**config.mk**
```make
export PLATFORM = sky130hd
export DESIGN_NAME = first_fit_segment_seat_allocator
export DESIGN_NICKNAME = d
export VERILOG_FILES = /design/src/rtl/ffssa_pkg.sv /design/src/rtl/ffssa_dp.sv /design/src/rtl/ffssa_ctrl.sv /design/src/rtl/first_fit_segment_seat_allocator.sv
export SDC_FILE = /design/constraint.sdc
export NUM_CORES = 1
export LEC_CHECK = 0
export BUFFER_PORTS_ARGS = -buffer_cell sky130_fd_sc_hd__buf_2
export CAP_MARGIN = 40
export CORE_MARGIN = 2
export CORE_UTILIZATION = 60
export CTS_CLUSTER_DIAMETER = 80
export DETAILED_ROUTE_END_ITERATION = 10
export MAX_ROUTING_LAYER = met4
export PLACE_DENSITY = 0.77
export SYNTH_ARGS = -nofsm -noshare
export SYNTH_HDL_FRONTEND = slang
export SYNTH_SLANG_ARGS = --single-unit
```
**constraint.sdc**
```tcl
create_clock -name clk -period 5.9 [get_ports clk]
set_input_delay 1.18 -clock clk [delete_from_list [all_inputs] [get_ports clk]]
set_output_delay 1.18 -clock clk [all_outputs]
set_load 0.01 [all_outputs]
```
**src/rtl/ffssa_pkg.sv**
```systemverilog
// ----------------------------------------------------------------------------
// ffssa_pkg
// Shared types and constants of the first-fit segment seat allocator:
// result status codes, configuration register indexes and the command and
// status bundles between controller and datapath.
// ----------------------------------------------------------------------------
package ffssa_pkg;

  // field widths fixed by the interface
  localparam int STN_W  = 5;
  localparam int SEAT_W = 5;
  localparam int STS_W  = 2;
  localparam int CFG_IDX_W = 2;
  localparam int CFG_DAT_W = 5;

  // result status codes
  localparam logic [STS_W-1:0] ST_BOOKED  = 2'd0;
  localparam logic [STS_W-1:0] ST_INVALID = 2'd1;
  localparam logic [STS_W-1:0] ST_FULL    = 2'd2;

  // configuration register indexes
  localparam logic [CFG_IDX_W-1:0] REG_SEATS    = 2'd0;
  localparam logic [CFG_IDX_W-1:0] REG_STATIONS = 2'd1;

  // reset values of the configuration registers
  localparam logic [CFG_DAT_W-1:0] SEATS_RST    = 5'd16;
  localparam logic [CFG_DAT_W-1:0] STATIONS_RST = 5'd16;

  // controller to datapath commands
  typedef struct packed {
    logic             load;        // latch request and check stations
    logic             scan_start;  // read first seat word
    logic             scan_next;   // step to next seat word
    logic             commit;      // write marked word back
    logic             emit;        // present result
    logic [STS_W-1:0] emit_status;
  } ctrl_cmd_t;

  // datapath to controller status
  typedef struct packed {
    logic invalid;   // request stations out of range
    logic no_seats;  // effective seat count is zero
    logic hit;       // current seat word is free over the mask
    logic last;      // current seat is the last one in use
  } ctrl_sts_t;

endpackage

```
**src/rtl/ffssa_dp.sv**
```systemverilog
// ----------------------------------------------------------------------------
// ffssa_dp
// Datapath of the seat allocator: configuration registers, request
// registers, segment mask, occupancy memory with per-seat valid bits,
// seat counter and result registers.
// ----------------------------------------------------------------------------
module ffssa_dp
  import ffssa_pkg::*;
#(
  parameter int SEATS    = 16,
  parameter int STATIONS = 16
) (
  input  logic                 clk,
  input  logic                 rst_n,
  // configuration
  input  logic                 cfg_we,
  input  logic [CFG_IDX_W-1:0] cfg_index,
  input  logic [CFG_DAT_W-1:0] cfg_data,
  // request
  input  logic [STN_W-1:0]     in_departure,
  input  logic [STN_W-1:0]     in_destination,
  // control
  input  ctrl_cmd_t            cmd,
  output ctrl_sts_t            sts,
  // result
  output logic                 out_valid,
  output logic [STS_W-1:0]     out_status,
  output logic [SEAT_W-1:0]    out_seat
);

  localparam int SEGW = STATIONS - 1;
  localparam int AW   = (SEATS > 1) ? $clog2(SEATS) : 1;
  localparam int CW   = (AW + 1 > SEAT_W) ? AW + 1 : SEAT_W;
  localparam int IW   = 7;  // holds station and segment numbers up to 127
  localparam int NW   = 9;  // holds seat counts up to 511

  // configuration registers
  logic [CFG_DAT_W-1:0] seats_r, stations_r;
  // request registers
  logic [SEGW-1:0]      mask_r, mask_nxt;
  logic                 inv_r, inv_nxt;
  // occupancy store
  logic [SEGW-1:0]      mem [SEATS];
  logic [SEATS-1:0]     vld_r;
  logic [SEGW-1:0]      rd_data_r;
  logic                 rd_vld_r;
  logic [AW-1:0]        rd_addr;
  logic [SEGW-1:0]      word;
  // seat counter
  logic [AW-1:0]        seat_r, seat_nxt;
  logic [CW-1:0]        seat_num;
  // effective counts
  logic [CFG_DAT_W-1:0] nseat, nstat;
  // result registers
  logic                 out_valid_r;
  logic [STS_W-1:0]     out_status_r;
  logic [SEAT_W-1:0]    out_seat_r;

  // configuration writes
  always_ff @(posedge clk) begin
    if (!rst_n) begin
      seats_r    <= SEATS_RST;
      stations_r <= STATIONS_RST;
    end else if (cfg_we) begin
      unique case (cfg_index)
        REG_SEATS:    seats_r    <= cfg_data;
        REG_STATIONS: stations_r <= cfg_data;
        default: ;
      endcase
    end
  end

  // effective counts, capped at the built size
  always_comb begin
    nseat = ({{(NW-CFG_DAT_W){1'b0}}, seats_r} > NW'(SEATS))
            ? CFG_DAT_W'(SEATS) : seats_r;
    nstat = ({{(IW-CFG_DAT_W){1'b0}}, stations_r} > IW'(STATIONS))
            ? CFG_DAT_W'(STATIONS) : stations_r;
  end

  // station check and segment mask of the incoming request
  always_comb begin
    inv_nxt = (in_departure == '0) || (in_departure > nstat) ||
              (in_destination > nstat) || (in_destination <= in_departure);
    for (int i = 0; i < SEGW; i++) begin
      mask_nxt[i] = (IW'(i) + IW'(1) >= {{(IW-STN_W){1'b0}}, in_departure}) &&
                    (IW'(i) + IW'(2) <= {{(IW-STN_W){1'b0}}, in_destination});
    end
  end

  always_ff @(posedge clk) begin
    if (cmd.load) begin
      mask_r <= mask_nxt;
      inv_r  <= inv_nxt;
    end
  end

  // seat counter and read address
  always_comb begin
    seat_nxt = seat_r;
    if (cmd.scan_start) begin
      seat_nxt = '0;
    end else if (cmd.scan_next) begin
      seat_nxt = seat_r + AW'(1);
    end
    rd_addr = cmd.scan_start ? '0 : seat_r + AW'(1);
  end

  always_ff @(posedge clk) begin
    seat_r <= seat_nxt;
  end

  // occupancy memory, registered read, write-back of the marked word
  always_ff @(posedge clk) begin
    rd_data_r <= mem[rd_addr];
    if (cmd.commit) begin
      mem[seat_r] <= word | mask_r;
    end
  end

  // valid bits: a seat never written reads as all free
  always_ff @(posedge clk) begin
    if (!rst_n) begin
      vld_r    <= '0;
      rd_vld_r <= 1'b0;
    end else begin
      rd_vld_r <= vld_r[rd_addr];
      if (cmd.commit) begin
        vld_r[seat_r] <= 1'b1;
      end
    end
  end

  assign word = rd_vld_r ? rd_data_r : '0;

  // status towards the controller
  assign seat_num     = {{(CW-AW){1'b0}}, seat_r} + CW'(1);
  assign sts.invalid  = inv_r;
  assign sts.no_seats = (nseat == '0);
  assign sts.hit      = ((word & mask_r) == '0);
  assign sts.last     = (seat_num >= CW'(nseat));

  // result registers, strobe lasts one cycle
  always_ff @(posedge clk) begin
    if (!rst_n) begin
      out_valid_r <= 1'b0;
    end else begin
      out_valid_r <= cmd.emit;
    end
  end

  always_ff @(posedge clk) begin
    if (cmd.emit) begin
      out_status_r <= cmd.emit_status;
      out_seat_r   <= (cmd.emit_status == ST_BOOKED) ? seat_num[SEAT_W-1:0] : '0;
    end
  end

  assign out_valid  = out_valid_r;
  assign out_status = out_status_r;
  assign out_seat   = out_seat_r;

endmodule

```
**src/rtl/ffssa_ctrl.sv**
```systemverilog
// ----------------------------------------------------------------------------
// ffssa_ctrl
// Controller of the seat allocator: takes a request, checks it, then walks
// the seats one word per cycle until a free one is found or the seats in
// use run out.
// ----------------------------------------------------------------------------
module ffssa_ctrl
  import ffssa_pkg::*;
(
  input  logic      clk,
  input  logic      rst_n,
  input  logic      start,
  output logic      busy,
  output ctrl_cmd_t cmd,
  input  ctrl_sts_t sts
);

  typedef enum logic [1:0] {
    S_IDLE,
    S_CHECK,
    S_SCAN
  } state_t;

  state_t state_r, state_nxt;
  logic   busy_r;

  // next state and commands
  always_comb begin
    state_nxt = state_r;
    cmd       = '0;
    unique case (state_r)
      S_IDLE: begin
        if (start) begin
          cmd.load  = 1'b1;
          state_nxt = S_CHECK;
        end
      end
      S_CHECK: begin
        if (sts.invalid) begin
          cmd.emit        = 1'b1;
          cmd.emit_status = ST_INVALID;
          state_nxt       = S_IDLE;
        end else if (sts.no_seats) begin
          cmd.emit        = 1'b1;
          cmd.emit_status = ST_FULL;
          state_nxt       = S_IDLE;
        end else begin
          cmd.scan_start = 1'b1;
          state_nxt      = S_SCAN;
        end
      end
      S_SCAN: begin
        if (sts.hit) begin
          cmd.commit      = 1'b1;
          cmd.emit        = 1'b1;
          cmd.emit_status = ST_BOOKED;
          state_nxt       = S_IDLE;
        end else if (sts.last) begin
          cmd.emit        = 1'b1;
          cmd.emit_status = ST_FULL;
          state_nxt       = S_IDLE;
        end else begin
          cmd.scan_next = 1'b1;
        end
      end
      default: begin
        state_nxt = S_IDLE;
      end
    endcase
  end

  // state and registered busy flag
  always_ff @(posedge clk) begin
    if (!rst_n) begin
      state_r <= S_IDLE;
      busy_r  <= 1'b0;
    end else begin
      state_r <= state_nxt;
      busy_r  <= (state_nxt != S_IDLE);
    end
  end

  assign busy = busy_r;

endmodule

```
**src/rtl/first_fit_segment_seat_allocator.sv**
```systemverilog
// ----------------------------------------------------------------------------
// first_fit_segment_seat_allocator
// First-fit seat allocation over station-to-station segments, with an
// occupancy word per seat that is cleared at reset.
// ----------------------------------------------------------------------------
// A request is taken when start is high and busy is low. The result appears
// on out_status and out_seat for one cycle with out_valid high and must be
// captured then; the receiver cannot stall it. A request with invalid stations
// or with no seats in use ends without a scan; otherwise the seats in use are
// scanned in order until a seat is booked or all of them are found taken.
// The scan is paced by the occupancy memory, which gives one seat word per
// cycle through its single read port. busy falls in the cycle of the strobe, so
// the next request can be taken there. Configuration writes are always accepted
// and should be made only while busy is low. No clearing pass after reset.
// ----------------------------------------------------------------------------
module first_fit_segment_seat_allocator
  import ffssa_pkg::*;
#(
  parameter int SEATS    = 16,
  parameter int STATIONS = 16
) (
  input  logic                 clk,
  input  logic                 rst_n,
  // request transaction
  input  logic                 start,
  output logic                 busy,
  input  logic [STN_W-1:0]     in_departure,
  input  logic [STN_W-1:0]     in_destination,
  // result transaction
  output logic                 out_valid,
  output logic [STS_W-1:0]     out_status,
  output logic [SEAT_W-1:0]    out_seat,
  // configuration transaction
  input  logic                 cfg_valid,
  output logic                 cfg_ready,
  input  logic [CFG_IDX_W-1:0] cfg_index,
  input  logic [CFG_DAT_W-1:0] cfg_data
);

  ctrl_cmd_t cmd;
  ctrl_sts_t sts;

  // configuration is always taken
  assign cfg_ready = 1'b1;

  // controller
  ffssa_ctrl u_ctrl (
    .clk   (clk),
    .rst_n (rst_n),
    .start (start),
    .busy  (busy),
    .cmd   (cmd),
    .sts   (sts)
  );

  // datapath
  ffssa_dp #(
    .SEATS    (SEATS),
    .STATIONS (STATIONS)
  ) u_dp (
    .clk            (clk),
    .rst_n          (rst_n),
    .cfg_we         (cfg_valid & cfg_ready),
    .cfg_index      (cfg_index),
    .cfg_data       (cfg_data),
    .in_departure   (in_departure),
    .in_destination (in_destination),
    .cmd            (cmd),
    .sts            (sts),
    .out_valid      (out_valid),
    .out_status     (out_status),
    .out_seat       (out_seat)
  );

endmodule

```
==> out/results.ini <==
[outcome]
outcome=finished, final reports clean

[floorplan]
die-area_um2=23200
initial_core_util_pct=60.9
die_h_um=152
row_count=54
io-pin-count=31
core_um2=21700
die_w_um=152

[sta]
setup_viol=0
worst_slew_pin_slew_ps=886
fin_ws_ps=2570
hold_slack_ps=445
slew_viol_final=0
rsz0062_at_grt=false
timing.final.crit_share_pct=56.4
fmax_ghz=0.300
slew-limit-headroom_pct=41.0
fin_crit_ps=3330
finClkSkew_ps=19.0
tns_ps=0
hold_viol_final=0

[finish]
fin_nets=941
antenna_cells=0
nFillCells=1431
area_growth_pct=10.4
design_area_um2=14600
layout-drive-gt1-share_pct=17.7

[cts]
clock_path_buffers=3
root_buffer=clkbuf_16
path_clk_slew_ps=60
numCtsBuffers=30
cts_resized=0
clk_latency_ps=560
hold_buffers=0
cts.sinks=313
cts_tree=done
cts-htree-levels=1
postCtsSetupBuffers=0

[power_and_ir_drop]
ir_drop_mv=0.241
p_per_area_nw_per_um2=308
power.total_mw=4.49
power_leakage_nw=4.89

[setup_path]
crit_arrival_ps=3590
crit_type=flop to flop
worstPathCellList=buf_4 -> nand3_1 -> xnor2_1 -> ha_1 -> o211ai_1 -> o21a_1 -> o32ai_1 -> nor2b_1
cp_slowest_stage_delay_ps=720
crit_slowest_cell=o32ai_1
cp-endpoint=u_dp.out_seat[3]
r2r_slack_ps=2570
cp-start-kind=flop
rr_startpoint=u_dp.seat_r[0]
cp_max_fo=71
reg2reg_to=u_dp.out_seat[3]
reg2reg_depth=8
cp.required_ps=6160
crit_path_start=u_dp.seat_r[0]
crit_path_end_kind=flop

[drt]
first_pass_iters=5
drcViolationCount=0
dr_total_vias=7618
viasPerCell=6.37
drtIter0Drc=631
routedWlPerCell_um=22.9
detail-route-antenna-nets=0
wirelength_mm=27.3

[global_routing]
grt_pass1_vias=7295
antenna_found_initial=0
grtUsageTotal_pct=24.5
grt_pass1_wl_mm=42.7
grt_overflow=0
grt_start_max_net_pins=72

[yosys]
async_flop_share_pct=0
synth_edf_count=263
yosysWarnings=0
syn_avg_cell_area_um2=15.4
ys_ff_latch=313
synth-main-ff-cell=edfxtp_1
synth.net_count=908
postSynthCellCount=859
syn_area_um2=13200
synth_cell_types=63
yosysSeqAreaShare_pct=67.4

[placed_design]
placedInstanceArea_um2=13600
place.port_buffers=29
post-place-ws_ps=2600
place_congestion=0.829
dp_hpwl_mm=17.4

[flow_run]
cap_violations=0

[min_path]
hold_path_class=flop to flop

## worst max-delay path, delay by kind of cell (launching register included)
| kind | cells | cell delay, ps |
|---|---|---|
| buf+inv | 1 | 550 |
| xor+xnor | 1 | 540 |
| compound gates | 3 | 1030 |
| flops | 1 | 330 |
| fa+ha+maj | 1 | 240 |
| simple gates | 2 | 330 |
## cells in the final DEF, fill, tap and decap left out, types with 7 or more instances in the layout
master	n
a211oi_1	20
nand2_1	57
buf_4	14
a21oi_1	56
mux2i_1	43
a221oi_1	11
a21o_1	15
a211oi_2	15
edfxtp_1	263
a221oi_2	9
a22oi_1	7
clkbuf_16	30
nor2_1	22
nor2b_1	18
inv_1	22
o211ai_1	19
dfxtp_1	49
buf_2	31
and3_1	8
and2_1	7
mux4_2	32
clkbuf_1	12
o21ai_0	16
ha_1	28
nand3_1	25
o21a_1	8
## area by class of cell
| cell class | instances | area, um^2 | area share, % |
|---|---|---|---|
| Inverter | 25 | 98.8 | 0.678 |
| Clock inverter | 10 | 143 | 0.978 |
| Sequential cell | 313 | 8900 | 61.0 |
| Timing Repair Buffer | 50 | 348 | 2.39 |
| Tap cell | 280 | 350 | 2.40 |
| Clock buffer | 45 | 837 | 5.74 |
| Multi-Input combinational cell | 472 | 3910 | 26.8 |
## sequential cells by signal, summed over array words and instances (netlist names)
register         flops
u_ctrl.busy          1
u_ctrl.state_r       2
u_dp.inv_r           1
u_dp.mask_r         15
u_dp.mem           240
u_dp.out_seat        5
u_dp.out_status      2
u_dp.out_valid       1
u_dp.rd_data_r      15
u_dp.rd_vld_r        1
u_dp.seat_r          4
u_dp.seats_r         5
u_dp.stations_r      5
u_dp.vld_r          16
## metal layers
| layer | global-route usage, % | vias up | part of all wire [%] |
|---|---|---|---|
| met5 | - | - | 0 |
| met4 | 5.92 | 0 | 1.7 |
| met3 | 2.87 | 39 | 6.7 |
| met1 | 35.9 | 3824 | 44 |
| met2 | 37.5 | 298 | 48 |
| li1 | - | 3457 | - |
## synth_stat cells (all sizes together) (2+ instances only)
library cell / count / area, um^2
mux2i: 43 / 430
and3: 8 / 50.1
and2: 7 / 43.8
or4: 4 / 33.8
o21ai: 24 / 135
o31ai: 2 / 15.0
dfxtp: 50 / 1000
clkbuf: 19 / 72.6
a32o: 6 / 60.1
xnor2: 2 / 36.3
nand2: 58 / 225
mux4: 32 / 721
o211ai: 21 / 168
nor3: 4 / 31.3
a21o: 15 / 113
nor2: 22 / 82.6
a22oi: 7 / 52.6
nor2b: 18 / 113
nand4: 2 / 12.5
a211oi: 35 / 338
edfxtp: 263 / 7900
ha: 28 / 350
nand2b: 4 / 25.0
buf: 30 / 234
nand3: 26 / 135
o22ai: 3 / 18.8
a21oi: 56 / 280
inv: 24 / 95.1
a311oi: 3 / 32.5
a31oi: 2 / 12.5
o21a: 8 / 60.1
a2111oi: 2 / 17.5
a221oi: 20 / 231
## worst min-delay path by stage
stage,from,endpoint,slack [ps],depth (start not counted)
2_1_floorplan,u_dp.vld_r[6],u_dp.vld_r[6],420,2
3_3_place_gp,u_dp.vld_r[1],u_dp.vld_r[1],430,2
3_5_place_dp,u_dp.vld_r[1],u_dp.vld_r[1],440,2
4_1_cts,u_dp.vld_r[1],u_dp.vld_r[1],450,2
5_1_grt,u_dp.vld_r[1],u_dp.vld_r[1],470,2
6_report,u_dp.vld_r[1],u_dp.vld_r[1],450,2
## cells by family after synthesis
group                    count (synthesis)  synth area share, %
adder cells (fa/ha/maj)                 28                 2.65
AO/OA/AOI/OAI                          210                 12.0
other                                    1               0.0284
XOR/XNOR                                 2                0.275
flip-flops                             313                 67.4
AND/OR/NAND/NOR                        156                 5.87
multiplexers                            75                 8.71
buffers and inverters                   74                 3.07
## per-stage QoR
stage / util (%) / cells
2_1_floorplan: - / 859
3_3_place_gp: 62.3 / 1133
3_5_place_dp: 62.7 / 1139
4_1_cts: 67.2 / 1194
5_1_grt: 67.2 / 1195
6_report: 67.2 / 1195
## power breakdown
group	internal [mW]	switching, mW
clock	1.11	0.776
combinational	0.0474	0.111
sequential	2.43	0.0129
Note: power is estimated with default switching activity, not from simulation.
